<file path="src/hw/rtl/csl_pkg.sv">
// ----------------------------------------------------------------------------
// csl_pkg
// Shared types, codes and character tables for the C subset lexer.
// ----------------------------------------------------------------------------
package csl_pkg;

  localparam int TOKEN_LIMIT = 32;
  localparam int QUEUE_DEPTH = 4;

  typedef struct packed {
    logic [5:0] kind;
    logic [7:0] ch;
    logic       valid;
    logic       last;
  } res_t;

  // lexer modes
  localparam logic [3:0] M_IDLE          = 4'd0;
  localparam logic [3:0] M_NAME          = 4'd1;
  localparam logic [3:0] M_NUMBER        = 4'd2;
  localparam logic [3:0] M_STR           = 4'd3;
  localparam logic [3:0] M_STR_HELD      = 4'd4;
  localparam logic [3:0] M_STR_ESC       = 4'd5;
  localparam logic [3:0] M_STR_ESC_HELD  = 4'd6;
  localparam logic [3:0] M_CHR_OPEN      = 4'd7;
  localparam logic [3:0] M_CHR_ESC       = 4'd8;
  localparam logic [3:0] M_CHR_CLOSE     = 4'd9;
  localparam logic [3:0] M_CHR_CLOSE_ESC = 4'd10;
  localparam logic [3:0] M_OP            = 4'd11;
  localparam logic [3:0] M_SKIP          = 4'd12;

  // sequencer phases
  localparam logic [2:0] P_IDLE  = 3'd0;
  localparam logic [2:0] P_BYTE  = 3'd1;
  localparam logic [2:0] P_START = 3'd2;
  localparam logic [2:0] P_NULFL = 3'd3;
  localparam logic [2:0] P_NULSK = 3'd4;
  localparam logic [2:0] P_EOL   = 3'd5;
  localparam logic [2:0] P_DRAIN = 3'd6;
  localparam logic [2:0] P_PAIR2 = 3'd7;

  localparam logic [5:0] K_NAME   = 6'd0;
  localparam logic [5:0] K_NUMBER = 6'd1;
  localparam logic [5:0] K_STRING = 6'd2;
  localparam logic [5:0] K_CHAR   = 6'd3;
  localparam logic [5:0] K_KW0    = 6'd4;
  localparam logic [5:0] K_OTHER  = 6'd50;

  localparam logic [7:0] CH_HASH  = 8'h23;
  localparam logic [7:0] CH_USCORE = 8'h5F;
  localparam logic [7:0] CH_BSLASH = 8'h5C;
  localparam logic [7:0] CH_DQUOTE = 8'h22;
  localparam logic [7:0] CH_SQUOTE = 8'h27;
  localparam logic [7:0] CH_SLASH  = 8'h2F;

  function automatic logic is_alpha(input logic [7:0] c);
    return c == CH_USCORE || (c >= "a" && c <= "z") || (c >= "A" && c <= "Z");
  endfunction

  function automatic logic is_digit(input logic [7:0] c);
    return c >= "0" && c <= "9";
  endfunction

  function automatic logic is_space(input logic [7:0] c);
    return c == " " || c == 8'h09 || c == 8'h0A;
  endfunction

  function automatic logic may_pair(input logic [7:0] c);
    return c == "+" || c == "-" || c == "&" || c == "|" || c == "=" ||
           c == ">" || c == "<" || c == "!" || c == CH_SLASH;
  endfunction

  function automatic logic [5:0] single_kind(input logic [7:0] c);
    logic [5:0] k;
    case (c)
      "*":     k = 6'd20;
      "/":     k = 6'd21;
      "{":     k = 6'd22;
      "}":     k = 6'd23;
      ";":     k = 6'd24;
      ".":     k = 6'd25;
      "(":     k = 6'd26;
      ")":     k = 6'd27;
      ",":     k = 6'd28;
      "[":     k = 6'd29;
      "]":     k = 6'd30;
      ":":     k = 6'd31;
      "?":     k = 6'd32;
      "+":     k = 6'd34;
      "-":     k = 6'd37;
      "&":     k = 6'd39;
      "|":     k = 6'd41;
      "=":     k = 6'd43;
      ">":     k = 6'd45;
      "<":     k = 6'd47;
      "!":     k = 6'd49;
      default: k = K_OTHER;
    endcase
    return k;
  endfunction

  // pair kind, zero when the two bytes form no operator
  function automatic logic [5:0] pair_kind(input logic [7:0] p, input logic [7:0] c);
    logic [5:0] k;
    k = 6'd0;
    if (p == "+" && c == "+") k = 6'd33;
    if (p == "-" && c == ">") k = 6'd35;
    if (p == "-" && c == "-") k = 6'd36;
    if (p == "&" && c == "&") k = 6'd38;
    if (p == "|" && c == "|") k = 6'd40;
    if (p == "=" && c == "=") k = 6'd42;
    if (p == ">" && c == "=") k = 6'd44;
    if (p == "<" && c == "=") k = 6'd46;
    if (p == "!" && c == "=") k = 6'd48;
    return k;
  endfunction

  function automatic logic [7:0] decode_escape(input logic [7:0] c);
    logic [7:0] d;
    case (c)
      "n":     d = 8'd10;
      "t":     d = 8'd9;
      "0":     d = 8'd0;
      default: d = c;
    endcase
    return d;
  endfunction

  function automatic logic [63:0] kw_str(input logic [3:0] k);
    logic [63:0] s;
    case (k)
      4'd0:    s = "int";
      4'd1:    s = "if";
      4'd2:    s = "while";
      4'd3:    s = "return";
      4'd4:    s = "void";
      4'd5:    s = "else";
      4'd6:    s = "struct";
      4'd7:    s = "sizeof";
      4'd8:    s = "typedef";
      4'd9:    s = "for";
      4'd10:   s = "switch";
      4'd11:   s = "case";
      4'd12:   s = "default";
      4'd13:   s = "break";
      4'd14:   s = "char";
      default: s = "enum";
    endcase
    return s;
  endfunction

  function automatic logic [3:0] kw_len(input logic [3:0] k);
    logic [3:0] n;
    case (k)
      4'd0, 4'd9:                    n = 4'd3;
      4'd1:                          n = 4'd2;
      4'd2, 4'd13:                   n = 4'd5;
      4'd3, 4'd6, 4'd7, 4'd10:       n = 4'd6;
      4'd8, 4'd12:                   n = 4'd7;
      default:                       n = 4'd4;
    endcase
    return n;
  endfunction

  // character at position p (p below kw_len)
  function automatic logic [7:0] kw_char(input logic [3:0] k, input logic [2:0] p);
    logic [63:0] s;
    logic [3:0]  sh;
    s  = kw_str(k);
    sh = kw_len(k) - 4'd1 - {1'b0, p};
    return s[{sh[2:0], 3'b000} +: 8];
  endfunction

endpackage

</file>
<file path="src/hw/rtl/csl_front.sv">
// ----------------------------------------------------------------------------
// csl_front
// Takes source bytes and steps the lexer, pushing at most one result per step.
// ----------------------------------------------------------------------------
module csl_front #(
  parameter int TokenLimit = csl_pkg::TOKEN_LIMIT
) (
  input  logic              clk,
  input  logic              rst_n,
  input  logic              in_valid,
  output logic              in_stall,
  input  logic [7:0]        in_source_byte,
  input  logic              in_line_end,
  output logic              push_en,
  output csl_pkg::res_t     push_data,
  input  logic              q_full
);

  localparam int IW = (TokenLimit > 1) ? $clog2(TokenLimit) : 1;
  localparam logic [5:0] LIM = 6'(TokenLimit);

  logic [2:0]  phase_r, phase_nxt, ret_r, ret_nxt;
  logic [3:0]  mode_r, mode_nxt;
  logic [7:0]  c_r, c_nxt, pend_r, pend_nxt;
  logic        eol_r, eol_nxt;
  logic [5:0]  wlen_r, wlen_nxt;
  logic [IW-1:0] idx_r, idx_nxt;
  logic [15:0] mask_r, mask_nxt;
  logic [7:0]  buf_r [TokenLimit];

  logic          buf_we;
  logic [IW-1:0] buf_wa;
  logic [2:0]    after;
  logic          do_start, do_flush, app, app_first;
  logic [2:0]    flush_cont, app_cont;
  logic [5:0]    pos;
  logic [15:0]   mbase;
  logic [5:0]    word_kind;
  logic [5:0]    pk;

  assign in_stall = (phase_r != csl_pkg::P_IDLE);
  assign after    = eol_r ? csl_pkg::P_EOL : csl_pkg::P_IDLE;
  assign pk       = csl_pkg::pair_kind(pend_r, c_r);

  always_comb begin
    word_kind = csl_pkg::K_NAME;
    if (mode_r == csl_pkg::M_NUMBER) begin
      word_kind = csl_pkg::K_NUMBER;
    end else begin
      for (int k = 15; k >= 0; k--) begin
        if (mask_r[k] && wlen_r == {2'b00, csl_pkg::kw_len(4'(k))}) begin
          word_kind = csl_pkg::K_KW0 + 6'(k);
        end
      end
    end
  end

  always_comb begin
    phase_nxt = phase_r;
    ret_nxt   = ret_r;
    mode_nxt  = mode_r;
    c_nxt     = c_r;
    eol_nxt   = eol_r;
    pend_nxt  = pend_r;
    wlen_nxt  = wlen_r;
    idx_nxt   = idx_r;
    mask_nxt  = mask_r;
    push_en   = 1'b0;
    push_data = '0;
    buf_we    = 1'b0;
    buf_wa    = '0;
    do_start  = 1'b0;
    do_flush  = 1'b0;
    app       = 1'b0;
    app_first = 1'b0;
    flush_cont = csl_pkg::P_IDLE;
    app_cont  = csl_pkg::P_IDLE;
    pos       = '0;
    mbase     = '0;

    if (phase_r == csl_pkg::P_IDLE) begin
      if (in_valid) begin
        c_nxt     = in_source_byte;
        eol_nxt   = in_line_end;
        phase_nxt = (in_source_byte == 8'd0) ? csl_pkg::P_NULFL : csl_pkg::P_BYTE;
      end
    end else if (!q_full) begin
      case (phase_r)
        csl_pkg::P_BYTE: begin
          phase_nxt = after;
          case (mode_r)
            csl_pkg::M_NAME, csl_pkg::M_NUMBER: begin
              if (csl_pkg::is_digit(c_r) ||
                  (mode_r == csl_pkg::M_NAME && csl_pkg::is_alpha(c_r))) begin
                app      = 1'b1;
                app_cont = after;
              end else begin
                phase_nxt = csl_pkg::P_DRAIN;
                idx_nxt   = '0;
                ret_nxt   = csl_pkg::P_START;
              end
            end
            csl_pkg::M_OP: begin
              if (pend_r == csl_pkg::CH_SLASH && c_r == csl_pkg::CH_SLASH) begin
                mode_nxt = csl_pkg::M_SKIP;
              end else if (pk != 6'd0) begin
                push_en   = 1'b1;
                push_data = '{kind: pk, ch: pend_r, valid: 1'b1, last: 1'b0};
                phase_nxt = csl_pkg::P_PAIR2;
              end else begin
                push_en   = 1'b1;
                push_data = '{kind: csl_pkg::single_kind(pend_r), ch: pend_r,
                              valid: 1'b1, last: 1'b1};
                mode_nxt  = csl_pkg::M_IDLE;
                phase_nxt = csl_pkg::P_START;
              end
            end
            csl_pkg::M_STR, csl_pkg::M_STR_HELD: begin
              if (c_r == csl_pkg::CH_DQUOTE) begin
                do_flush   = 1'b1;
                flush_cont = after;
              end else if (c_r == csl_pkg::CH_BSLASH) begin
                mode_nxt = (mode_r == csl_pkg::M_STR) ? csl_pkg::M_STR_ESC
                                                     : csl_pkg::M_STR_ESC_HELD;
              end else begin
                if (mode_r == csl_pkg::M_STR_HELD) begin
                  push_en   = 1'b1;
                  push_data = '{kind: csl_pkg::K_STRING, ch: pend_r, valid: 1'b1, last: 1'b0};
                end
                pend_nxt = c_r;
                mode_nxt = csl_pkg::M_STR_HELD;
              end
            end
            csl_pkg::M_STR_ESC, csl_pkg::M_STR_ESC_HELD: begin
              if (mode_r == csl_pkg::M_STR_ESC_HELD) begin
                push_en   = 1'b1;
                push_data = '{kind: csl_pkg::K_STRING, ch: pend_r, valid: 1'b1, last: 1'b0};
              end
              pend_nxt = csl_pkg::decode_escape(c_r);
              mode_nxt = csl_pkg::M_STR_HELD;
            end
            csl_pkg::M_CHR_OPEN: begin
              if (c_r == csl_pkg::CH_BSLASH) begin
                mode_nxt = csl_pkg::M_CHR_ESC;
              end else begin
                push_en   = 1'b1;
                push_data = '{kind: csl_pkg::K_CHAR, ch: c_r, valid: 1'b1, last: 1'b1};
                mode_nxt  = csl_pkg::M_CHR_CLOSE;
              end
            end
            csl_pkg::M_CHR_ESC: begin
              push_en   = 1'b1;
              push_data = '{kind: csl_pkg::K_CHAR, ch: csl_pkg::decode_escape(c_r),
                            valid: 1'b1, last: 1'b1};
              mode_nxt  = csl_pkg::M_CHR_CLOSE;
            end
            csl_pkg::M_CHR_CLOSE: begin
              mode_nxt = (c_r == csl_pkg::CH_BSLASH) ? csl_pkg::M_CHR_CLOSE_ESC
                                                    : csl_pkg::M_IDLE;
            end
            csl_pkg::M_CHR_CLOSE_ESC: mode_nxt = csl_pkg::M_IDLE;
            csl_pkg::M_SKIP: ;
            default: do_start = 1'b1;
          endcase
        end
        csl_pkg::P_START: do_start = 1'b1;
        csl_pkg::P_NULFL: begin
          do_flush   = 1'b1;
          flush_cont = csl_pkg::P_NULSK;
        end
        csl_pkg::P_NULSK: begin
          mode_nxt  = csl_pkg::M_SKIP;
          phase_nxt = after;
        end
        csl_pkg::P_EOL: begin
          do_flush   = 1'b1;
          flush_cont = csl_pkg::P_IDLE;
        end
        csl_pkg::P_PAIR2: begin
          push_en   = 1'b1;
          push_data = '{kind: pk, ch: c_r, valid: 1'b1, last: 1'b1};
          mode_nxt  = csl_pkg::M_IDLE;
          phase_nxt = after;
        end
        csl_pkg::P_DRAIN: begin
          push_en   = 1'b1;
          push_data = '{kind: word_kind, ch: buf_r[idx_r], valid: 1'b1,
                        last: (6'(idx_r) + 6'd1 == wlen_r)};
          if (6'(idx_r) + 6'd1 == wlen_r) begin
            wlen_nxt  = '0;
            mode_nxt  = csl_pkg::M_IDLE;
            phase_nxt = ret_r;
          end else begin
            idx_nxt = idx_r + IW'(1);
          end
        end
        default: phase_nxt = csl_pkg::P_IDLE;
      endcase

      if (do_start) begin
        mode_nxt  = csl_pkg::M_IDLE;
        phase_nxt = after;
        if (csl_pkg::is_space(c_r)) begin
          mode_nxt = csl_pkg::M_IDLE;
        end else if (c_r == csl_pkg::CH_HASH) begin
          mode_nxt = csl_pkg::M_SKIP;
        end else if (csl_pkg::is_alpha(c_r) || csl_pkg::is_digit(c_r)) begin
          mode_nxt  = csl_pkg::is_digit(c_r) ? csl_pkg::M_NUMBER : csl_pkg::M_NAME;
          app       = 1'b1;
          app_first = 1'b1;
          app_cont  = after;
        end else if (c_r == csl_pkg::CH_DQUOTE) begin
          mode_nxt = csl_pkg::M_STR;
        end else if (c_r == csl_pkg::CH_SQUOTE) begin
          mode_nxt = csl_pkg::M_CHR_OPEN;
        end else if (csl_pkg::may_pair(c_r)) begin
          pend_nxt = c_r;
          mode_nxt = csl_pkg::M_OP;
        end else begin
          push_en   = 1'b1;
          push_data = '{kind: csl_pkg::single_kind(c_r), ch: c_r, valid: 1'b1, last: 1'b1};
        end
      end

      if (do_flush) begin
        mode_nxt  = csl_pkg::M_IDLE;
        phase_nxt = flush_cont;
        case (mode_r)
          csl_pkg::M_NAME, csl_pkg::M_NUMBER: begin
            mode_nxt  = mode_r;
            phase_nxt = csl_pkg::P_DRAIN;
            idx_nxt   = '0;
            ret_nxt   = flush_cont;
          end
          csl_pkg::M_OP: begin
            push_en   = 1'b1;
            push_data = '{kind: csl_pkg::single_kind(pend_r), ch: pend_r,
                          valid: 1'b1, last: 1'b1};
          end
          csl_pkg::M_STR, csl_pkg::M_STR_ESC: begin
            push_en   = 1'b1;
            push_data = '{kind: csl_pkg::K_STRING, ch: 8'd0, valid: 1'b0, last: 1'b1};
          end
          csl_pkg::M_STR_HELD, csl_pkg::M_STR_ESC_HELD: begin
            push_en   = 1'b1;
            push_data = '{kind: csl_pkg::K_STRING, ch: pend_r, valid: 1'b1, last: 1'b1};
          end
          csl_pkg::M_CHR_OPEN, csl_pkg::M_CHR_ESC: begin
            push_en   = 1'b1;
            push_data = '{kind: csl_pkg::K_CHAR, ch: 8'd0, valid: 1'b0, last: 1'b1};
          end
          default: ;
        endcase
      end

      if (app) begin
        pos    = app_first ? 6'd0 : wlen_r;
        mbase  = app_first ? 16'hFFFF : mask_r;
        buf_we = 1'b1;
        buf_wa = pos[IW-1:0];
        wlen_nxt = pos + 6'd1;
        for (int k = 0; k < 16; k++) begin
          mask_nxt[k] = mbase[k] && (pos < {2'b00, csl_pkg::kw_len(4'(k))}) &&
                        (csl_pkg::kw_char(4'(k), pos[2:0]) == c_r);
        end
        if (pos + 6'd1 >= LIM) begin
          phase_nxt = csl_pkg::P_DRAIN;
          idx_nxt   = '0;
          ret_nxt   = app_cont;
        end else begin
          phase_nxt = app_cont;
        end
      end
    end
  end

  always_ff @(posedge clk) begin
    if (!rst_n) begin
      phase_r <= csl_pkg::P_IDLE;
      ret_r   <= csl_pkg::P_IDLE;
      mode_r  <= csl_pkg::M_IDLE;
      wlen_r  <= '0;
      pend_r  <= '0;
      idx_r   <= '0;
      mask_r  <= '0;
    end else begin
      phase_r <= phase_nxt;
      ret_r   <= ret_nxt;
      mode_r  <= mode_nxt;
      wlen_r  <= wlen_nxt;
      pend_r  <= pend_nxt;
      idx_r   <= idx_nxt;
      mask_r  <= mask_nxt;
    end
  end

  always_ff @(posedge clk) begin
    c_r   <= c_nxt;
    eol_r <= eol_nxt;
    if (buf_we) begin
      buf_r[buf_wa] <= c_r;
    end
  end

  a_wlen_bound: assert property (@(posedge clk) disable iff (!rst_n)
    wlen_r <= LIM) else $error("word length beyond limit");
  a_drain_nonempty: assert property (@(posedge clk) disable iff (!rst_n)
    phase_r == csl_pkg::P_DRAIN |-> wlen_r != 6'd0) else $error("drain of empty word");
  a_op_pend: assert property (@(posedge clk) disable iff (!rst_n)
    mode_r == csl_pkg::M_OP |-> csl_pkg::may_pair(pend_r)) else $error("bad pending op");

endmodule

</file>
<file path="src/hw/rtl/csl_emit.sv">
// ----------------------------------------------------------------------------
// csl_emit
// Result queue between the lexer sequencer and the output channel.
// ----------------------------------------------------------------------------
module csl_emit (
  input  logic          clk,
  input  logic          rst_n,
  input  logic          push_en,
  input  csl_pkg::res_t push_data,
  output logic          q_full,
  output logic          out_valid,
  input  logic          out_stall,
  output logic [5:0]    out_token_kind,
  output logic [7:0]    out_text_char,
  output logic          out_char_valid,
  output logic          out_token_last
);

  localparam int D  = csl_pkg::QUEUE_DEPTH;
  localparam int AW = $clog2(D);

  csl_pkg::res_t  mem_r [D];
  logic [AW-1:0]  wp_r, wp_nxt, rp_r, rp_nxt;
  logic [AW:0]    cnt_r, cnt_nxt;
  logic           pop, push;
  csl_pkg::res_t  head;

  assign q_full    = (cnt_r == (AW+1)'(D));
  assign out_valid = (cnt_r != '0);
  assign pop       = out_valid && !out_stall;
  assign push      = push_en && !q_full;
  assign head      = mem_r[rp_r];

  assign out_token_kind = head.kind;
  assign out_text_char  = head.ch;
  assign out_char_valid = head.valid;
  assign out_token_last = head.last;

  always_comb begin
    wp_nxt  = push ? wp_r + AW'(1) : wp_r;
    rp_nxt  = pop ? rp_r + AW'(1) : rp_r;
    cnt_nxt = cnt_r + (AW+1)'(push) - (AW+1)'(pop);
  end

  always_ff @(posedge clk) begin
    if (!rst_n) begin
      wp_r  <= '0;
      rp_r  <= '0;
      cnt_r <= '0;
    end else begin
      wp_r  <= wp_nxt;
      rp_r  <= rp_nxt;
      cnt_r <= cnt_nxt;
    end
  end

  always_ff @(posedge clk) begin
    if (push) begin
      mem_r[wp_r] <= push_data;
    end
  end

  a_no_lost_push: assert property (@(posedge clk) disable iff (!rst_n)
    push_en |-> !q_full) else $error("push into full queue");
  a_cnt_bound: assert property (@(posedge clk) disable iff (!rst_n)
    cnt_r <= (AW+1)'(D)) else $error("queue count overflow");
  a_ptr_gap: assert property (@(posedge clk) disable iff (!rst_n)
    wp_r == AW'(rp_r + cnt_r[AW-1:0])) else $error("queue pointers disagree");

endmodule

</file>
<file path="src/hw/rtl/c_subset_lexer.sv">
// ----------------------------------------------------------------------------
// c_subset_lexer
// Streaming tokenizer for a subset of C, one source byte per transaction.
// ----------------------------------------------------------------------------
// Usage:
//   Input channel (in_valid / in_stall): one source byte per transaction,
//   in_line_end marking the last byte of a line. Output channel
//   (out_valid / out_stall): one token character per transaction, with its
//   kind, char_valid and a last flag on the final character of the token.
// Timing:
//   The front takes a byte only when its sequencer is idle, then runs one
//   step per cycle while the result queue has space, each step pushing at
//   most one result. A plain byte is a single step, and no new byte is
//   taken until its steps are done. Extra steps: the second character of a
//   two-character operator, the restart after an operator or a word that a
//   byte ends, one per character of a word as it drains from the word
//   buffer, the line-end flush, and the flush and skip steps for a NUL.
//   A result is valid on the cycle after the step that pushed it.
// Reset:
//   rst_n (synchronous, active low) returns the lexer to idle and empties
//   the result queue; the word buffer holds stale data that is never read.
// Stall:
//   A stalled output fills the 4-entry result queue; the sequencer then
//   pauses and in_stall stays high until space is freed. No result is lost.
// ----------------------------------------------------------------------------
module c_subset_lexer #(
  parameter int TokenLimit = csl_pkg::TOKEN_LIMIT
) (
  input  logic       clk,
  input  logic       rst_n,
  input  logic       in_valid,
  output logic       in_stall,
  input  logic [7:0] in_source_byte,
  input  logic       in_line_end,
  output logic       out_valid,
  input  logic       out_stall,
  output logic [5:0] out_token_kind,
  output logic [7:0] out_text_char,
  output logic       out_char_valid,
  output logic       out_token_last
);

  // front to queue
  logic          push_en;
  csl_pkg::res_t push_data;
  logic          q_full;

  csl_front #(.TokenLimit(TokenLimit)) u_front (
    .clk            (clk),
    .rst_n          (rst_n),
    .in_valid       (in_valid),
    .in_stall       (in_stall),
    .in_source_byte (in_source_byte),
    .in_line_end    (in_line_end),
    .push_en        (push_en),
    .push_data      (push_data),
    .q_full         (q_full)
  );

  // back: queue and output port
  csl_emit u_emit (
    .clk            (clk),
    .rst_n          (rst_n),
    .push_en        (push_en),
    .push_data      (push_data),
    .q_full         (q_full),
    .out_valid      (out_valid),
    .out_stall      (out_stall),
    .out_token_kind (out_token_kind),
    .out_text_char  (out_text_char),
    .out_char_valid (out_char_valid),
    .out_token_last (out_token_last)
  );

endmodule
</file>
<file path="config.mk">
export PLATFORM = sky130hd
export DESIGN_NAME = c_subset_lexer
export DESIGN_NICKNAME = d
export VERILOG_FILES = /design/src/hw/rtl/csl_pkg.sv /design/src/hw/rtl/csl_front.sv /design/src/hw/rtl/csl_emit.sv /design/src/hw/rtl/c_subset_lexer.sv
export SDC_FILE = /design/constraint.sdc
export NUM_CORES = 1
export LEC_CHECK = 0
export BUFFER_PORTS_ARGS = -buffer_cell sky130_fd_sc_hd__buf_2
export CORE_ASPECT_RATIO = 1.75
export CORE_MARGIN = 2
export CORE_UTILIZATION = 35
export DETAILED_ROUTE_END_ITERATION = 8
export PLACE_DENSITY = 0.49
export SYNTH_ARGS = -nofsm -noshare
export SYNTH_HDL_FRONTEND = slang
export SYNTH_HIERARCHICAL = 1
export SYNTH_SLANG_ARGS = --single-unit
</file>
<file path="constraint.sdc">
create_clock -name clk -period 4.2 [get_ports clk]
set_input_delay 0.84 -clock clk [delete_from_list [all_inputs] [get_ports clk]]
set_output_delay 0.84 -clock clk [all_outputs]
set_load 0.05 [all_outputs]
</file>
# Word-level counts from Yosys, hierarchy flattened
# Memory sizes are Yosys's and may differ from the RTL's. A register that Yosys moved wholly into a read port is not among the register bits.
# Cells that the tools add are included.
# op_classes
add_sub_neg	19
multipliers	0
div	0
magnitude_cmp	13
eq_ne	105
shifts	16
mux	255
bitwise_logic	2
n_reduce_logical	106
# op_table
operator	n
64-bit two-way mux	48
64-bit by 7-bit variable part select with 8-bit output	16
8-bit by 6-bit == test with 1-bit output (second input constant)	37
6-bit one-hot mux with 21 select lines	2
16-bit two-way mux	15
4-bit two-way mux	39
5-bit two-way mux	28
8-bit == test	16
8-bit by 7-bit == test with 1-bit output (second input constant)	14
3-bit two-way mux	29
6-bit two-way mux	14
8-bit two-way mux	10
16-bit one-hot mux with 5 select lines	1
1-bit logical AND	64
16-bit one-hot mux with 4 select lines	1
16-bit one-hot mux with 3 select lines	1
1-bit two-way mux	47
6-bit by 4-bit == test with 1-bit output	6
6-bit by 4-bit < comparator with 1-bit output	6
12-bit two-way mux	3
4-bit one-hot mux with 7 select lines	1
8-bit one-hot mux with 3 select lines	1
4-bit == test (second input constant)	5
2-bit OR reduction	9
51 further kinds	103
# totals
reg_bits	61
latchBits	0
ram_bits	320
romBits	0
in_bits	13
out_inout_bits	18
memories	2
# mem_list
name	words	word_bits	rd	rd_ports_with_merged_regs	write_ports	line_no	rtl
u_front.buf_r	32	8	1	1	1	csl_front.sv:29	logic [7:0] buf_r [TokenLimit];
u_emit.mem_r	4	16	1	1	1	csl_emit.sv:22	csl_pkg::res_t mem_r [D];

# Depth between registers and ports, before layout
# depth
word_depth	33
depth_mapped	22
mapped_depth_nobuf	17

# By module
# Netlist, hierarchy kept.
# modules_own_cells
module	n_inst	cells_per_inst	area_each_um2	seq_area_each_um2
csl_front	1	1520	17415.5	8958.6
csl_emit	1	135	2835.2	2102.0

# Least setup slack after synthesis
# OpenSTA, ideal clock, no wires.
# synth_timing
kind	register to register
startpoint	register u_front.c_r[1]
endpoint	register u_front.mask_r[0]
setup_ns	0.070
t_arrival_ns	4.508
required_ns	4.130
slack_ns	-0.378
stages_incl_launch_ff	19
path_buffers	4
synth_period_minus_slack_ns	4.578
cell_sequence	edfxtp_1 -> buf_2 -> or2_2 -> clkbuf_1 -> a21oi_1 -> a21oi_2 -> o21ai_2 -> clkinv_1 -> ha_1 -> clkbuf_1 -> inv_1 -> ha_1 -> clkbuf_1 -> nand2b_1 -> xnor2_1 -> or4_1 -> nor2_1 -> o311ai_0 -> a21oi_1
# synth_between
elab_chain_cells	16
# synth_lines
element	line_no	rtl
start: declaration	csl_front.sv:24	logic [7:0] c_r, c_nxt, pend_r, pend_nxt;
start signal: assignment	csl_front.sv:298	c_r <= c_nxt;
8-bit by 7-bit greater-or-equal comparator with 1-bit output / 8-bit by 7-bit <= comparator with 1-bit output (equally long branches)	csl_pkg.sv:57	return c == CH_USCORE || (c >= "a" && c <= "z") || (c >= "A" && c <= "Z");
1-bit logical AND	csl_pkg.sv:57	
1-bit logical OR (2 in a row)	csl_pkg.sv:57	
1-bit logical OR / 1-bit logical AND (equally long branches)	csl_front.sv:207, csl_front.sv:94	
1-bit two-way mux / 1-bit logical OR (equally long branches)	csl_front.sv:207, csl_front.sv:93	
1-bit two-way mux, on equally long branches	csl_front.sv:205, csl_front.sv:93	
1-bit two-way mux, on equally long branches	csl_front.sv:203, csl_front.sv:91	
1-bit two-way mux, on equally long branches	csl_front.sv:200, csl_front.sv:88	
1-bit two-way mux, on equally long branches	csl_front.sv:87, csl_front.sv:207	
1-bit two-way mux, on equally long branches	csl_front.sv:81, csl_front.sv:205	
6-bit two-way mux / 1-bit two-way mux (equally long branches)	csl_front.sv:257, csl_front.sv:203	
3-bit subtractor / 1-bit two-way mux (equally long branches)	csl_pkg.sv:170, csl_front.sv:200	
64-bit by 7-bit variable part select with 8-bit output / 1-bit two-way mux (equally long branches)	csl_pkg.sv:171, csl_front.sv:87	
8-bit == test / 1-bit two-way mux (equally long branches)	csl_front.sv:264, csl_front.sv:81	
1-bit logical AND / 3-bit AND reduction (equally long branches)	--	
end signal: assignment	csl_front.sv:293	mask_r <= mask_nxt;
end: declaration	csl_front.sv:28	logic [15:0] mask_r, mask_nxt;
# Several ways; a longest one is shown, not always the timed one. The select of a mux whose other input is x is not followed.
# A chain may end at the register's enable or synchronous reset.

# Worst setup path after layout
# layout_timing
startpoint	register u_front.c_r[2]
endpoint	register u_front.mask_r[7]
# Same word-level chain as after synthesis.

==> qor.csv <==
metric,value,unit
io_buffers,30,
muxShareOfSynthArea,11.8,%
start_util,35.4,%
grt_pass1_vias,16100,
critical_path.startpoint_type,register,
antenna_found_initial,1,
io-pin-count,31,
fin_nets,1857,
fin_setup_tns,0,ps
max_freq,0.249,GHz
hpwl,55200,um
clock-sinks,388,
slew_violations,0,
ir_worst_vdd,274,uV
hold_class,input pin to register,
drt.antenna.violating_nets,0,
outcome,"complete, no violations",
synth_xor_area_share,1.90,%
post_cts_buffers,0,
via_per_inst,5.87,
synthFlopType,edfxtp_1,
grt_pass1_wl,107000,um
cts_tree,yes,
ys_top_cells_by_area,"edfxtp_1 49%, mux4_2 9.6%, dfxtp_1 5.8%, nor2_1 2.5%, a21oi_1 2.2%",
synthSimpleGateAreaFrac,13.4,%
cp_max_fo,10,
yosys.cell_types.count,92,
worst-setup-path-type,register to register,
finish.utilization,41.7,%
drt_pass1_iterations,6,
dp_slack,97.8,ps
stdcell_area,0.0238,sq mm
synthesis.nets,1692,
cap_violations,0,
wl_per_cell,28.0,um
fin_cells,2615,
clockRootBuffer,clkbuf_16,
drtIter0Drc,1011,
layout_min_cycle_time,4020,ps
syn_avg_cell_area,12.2,sq um
synth.largest_area_cell,edfxtp_1,
synth_edf_count,329,
synth_compound_area_share,13.4,%
placed_cells,2546,
num_rows,116,
crit_arrival,4520,ps
fill_cells,5533,
insertion_delay,570,ps
power_density,500,mW/mm^2
fin_crit_sh,95.6,%
synth_top_area_share,48.8,%
htreeDepth,2,
syn_inst,1655,
clock_path_buffers,3,
yosys_warnings,6,
postSynth.asyncResetShare,0,%
path_clk_slew,70,ps
vias,15400,
final_layout_size_suffix_gt1_share,25.0,%
yosysMostFrequentCell,edfxtp_1,
synth_fa_ha_area_share,1.57,%
synth_common_cells,"329 x edfxtp_1, 135 x nor2_1, 96 x nand2_1",
wirelength,73300,um
synth.cell_area,0.0203,sq mm
die_area,0.0599,sq mm
clock_skew,22.4,ps
synth_top_family_by_area,compound AO/OA/AOI/OAI gates,
timing.final.ws_setup,183,ps
chipHeight,322,um
seq_area,0.0111,sq mm
multi_input_area,0.00857,sq mm
cts_buffers,39,
syn2layout_area_growth,17.7,%
grt_max_degree,62,
synth_seq_area_share,54.6,%
placed_area,0.0226,sq mm
antennaDiodeCount,0,
finalSetupViolations,0,
overflow,0,
cp.required,4700,ps
drcViolationCount,0,
synth-seq-cells,388,
endpoint_kind,register,
gp_congestion,1.00,
hold_viol,0,
core,0.0572,sq mm
rsz0062_at_grt,false,
track_usage,24.8,%
p_leak,7.88,nW
tightest_slew,979,ps
slew_headroom,34.6,%
die_w,186,um
## worst paths after layout
kind	from	to	slack [ps]	cells after the start
worst min register to register	u_emit/rp_r[1]	u_emit/rp_r[1]	480	2
worst min-delay path	in_line_end	u_front/eol_r	460	1
worst max-delay path	u_front/c_r[2]	u_front/mask_r[7]	180	16
worst max register to register	u_front/c_r[2]	u_front/mask_r[7]	180	16
## final cells by class
cell class	instances	share of cell area [%]
Tap cell	767	4.03
Clock buffer	44	4.30
Clock inverter	25	0.819
Multi-Input combinational cell	1102	35.9
Timing Repair Buffer	259	8.00
Inverter	30	0.493
Sequential cell	388	46.4
## layout by cell type (no fill, tap or decap), types with 9 or more instances in the layout
master     synthesis  final
a211oi_1          17     17
a21o_1             9      9
a21oi_1           89     88
a22oi_1           20     19
a31oi_1           23     23
and2_1            19     19
and3_1             9      9
buf_2             29     30
buf_4              0    226
clkbuf_16          0     40
dfxtp_1           59     57
edfxtp_1         329    329
ha_1              23     23
inv_1             28     27
mux2i_1           20     20
mux4_2            86     86
nand2_1           96     96
nand2b_1          28     28
nand3_1           34     34
nand3b_1           9      9
nand4_1           17     17
nor2_1           135    132
nor2b_1           22     20
nor3_1            47     46
nor4_1            18     16
nor4b_1           10      9
o2111ai_1          9      9
o211ai_1          11     11
o21ai_0           82     81
o22ai_1           17     17
o31ai_1           10      9
or3_1             12     12
xnor2_1           29     29
xor2_1            15     15
## what timing repair did
item	in CTS	in global routing
setup endpoints to repair	0	19
hold buffers	0	0
resized for setup	0	13
endpoints found under the hold margin	0	0
## cell families (layout without fill, tap and decap cells)
family	after synthesis	after routing
simple gates	512	512
compound gates	401	401
flops	388	388
buf+inv	165	358
mux	120	120
xor+xnor	44	44
fa+ha+maj	25	25
## sequential cells by signal, summed over array words and instances (netlist names), named ones only
register,flops
u_front/buf_r,256
u_front/wlen_r,6
u_front/eol_r,1
u_front/ret_r,3
u_front/c_r,8
u_emit/rp_r,2
u_emit/mem_r,64
u_front/mask_r,16
u_front/phase_r,3
u_front/pend_r,8
u_front/mode_r,4
u_front/idx_r,5
u_emit/wp_r,2
u_emit/cnt_r,3
## critical path, stage by stage (launching register included)
cell and delay (ps):
edfxtp_1 400, buf_4 190, buf_4 170, or2_2 300
a21oi_1 200, buf_4 170, a21oi_2 70, buf_4 180
o21ai_2 320, ha_1 400, nand2b_1 270, nand2_1 90
a21oi_1 60, o32ai_1 150, o2111ai_1 160, a2111oi_1 510
o221a_2 280
## power breakdown
group,internal [mW],switching [mW],leakage [nW]
Sequential,4.53,0.133,3.46
Clock,1.84,1.55,0.586
Combinational,1.27,2.61,3.84
Total,7.64,4.29,7.88
## per-layer routing
| layer | track usage (%) | share of wire [%] |
|---|---|---|
| met1 | 23.6 | 33 |
| met2 | 47.2 | 54 |
| met3 | 3.04 | 3.5 |
| met4 | 19.5 | 9.2 |
| met5 | 0 | 0.016 |
## per-stage QoR
stage                     hold WS (ps)  total power [mW]
after global routing               447              12.4
final                              464              11.9
after floorplan                    445              6.96
after detailed placement           473              8.54
after global placement             455              8.53
after CTS                          437              12.0
No activity file was read; power rests on OpenSTA's default activity.
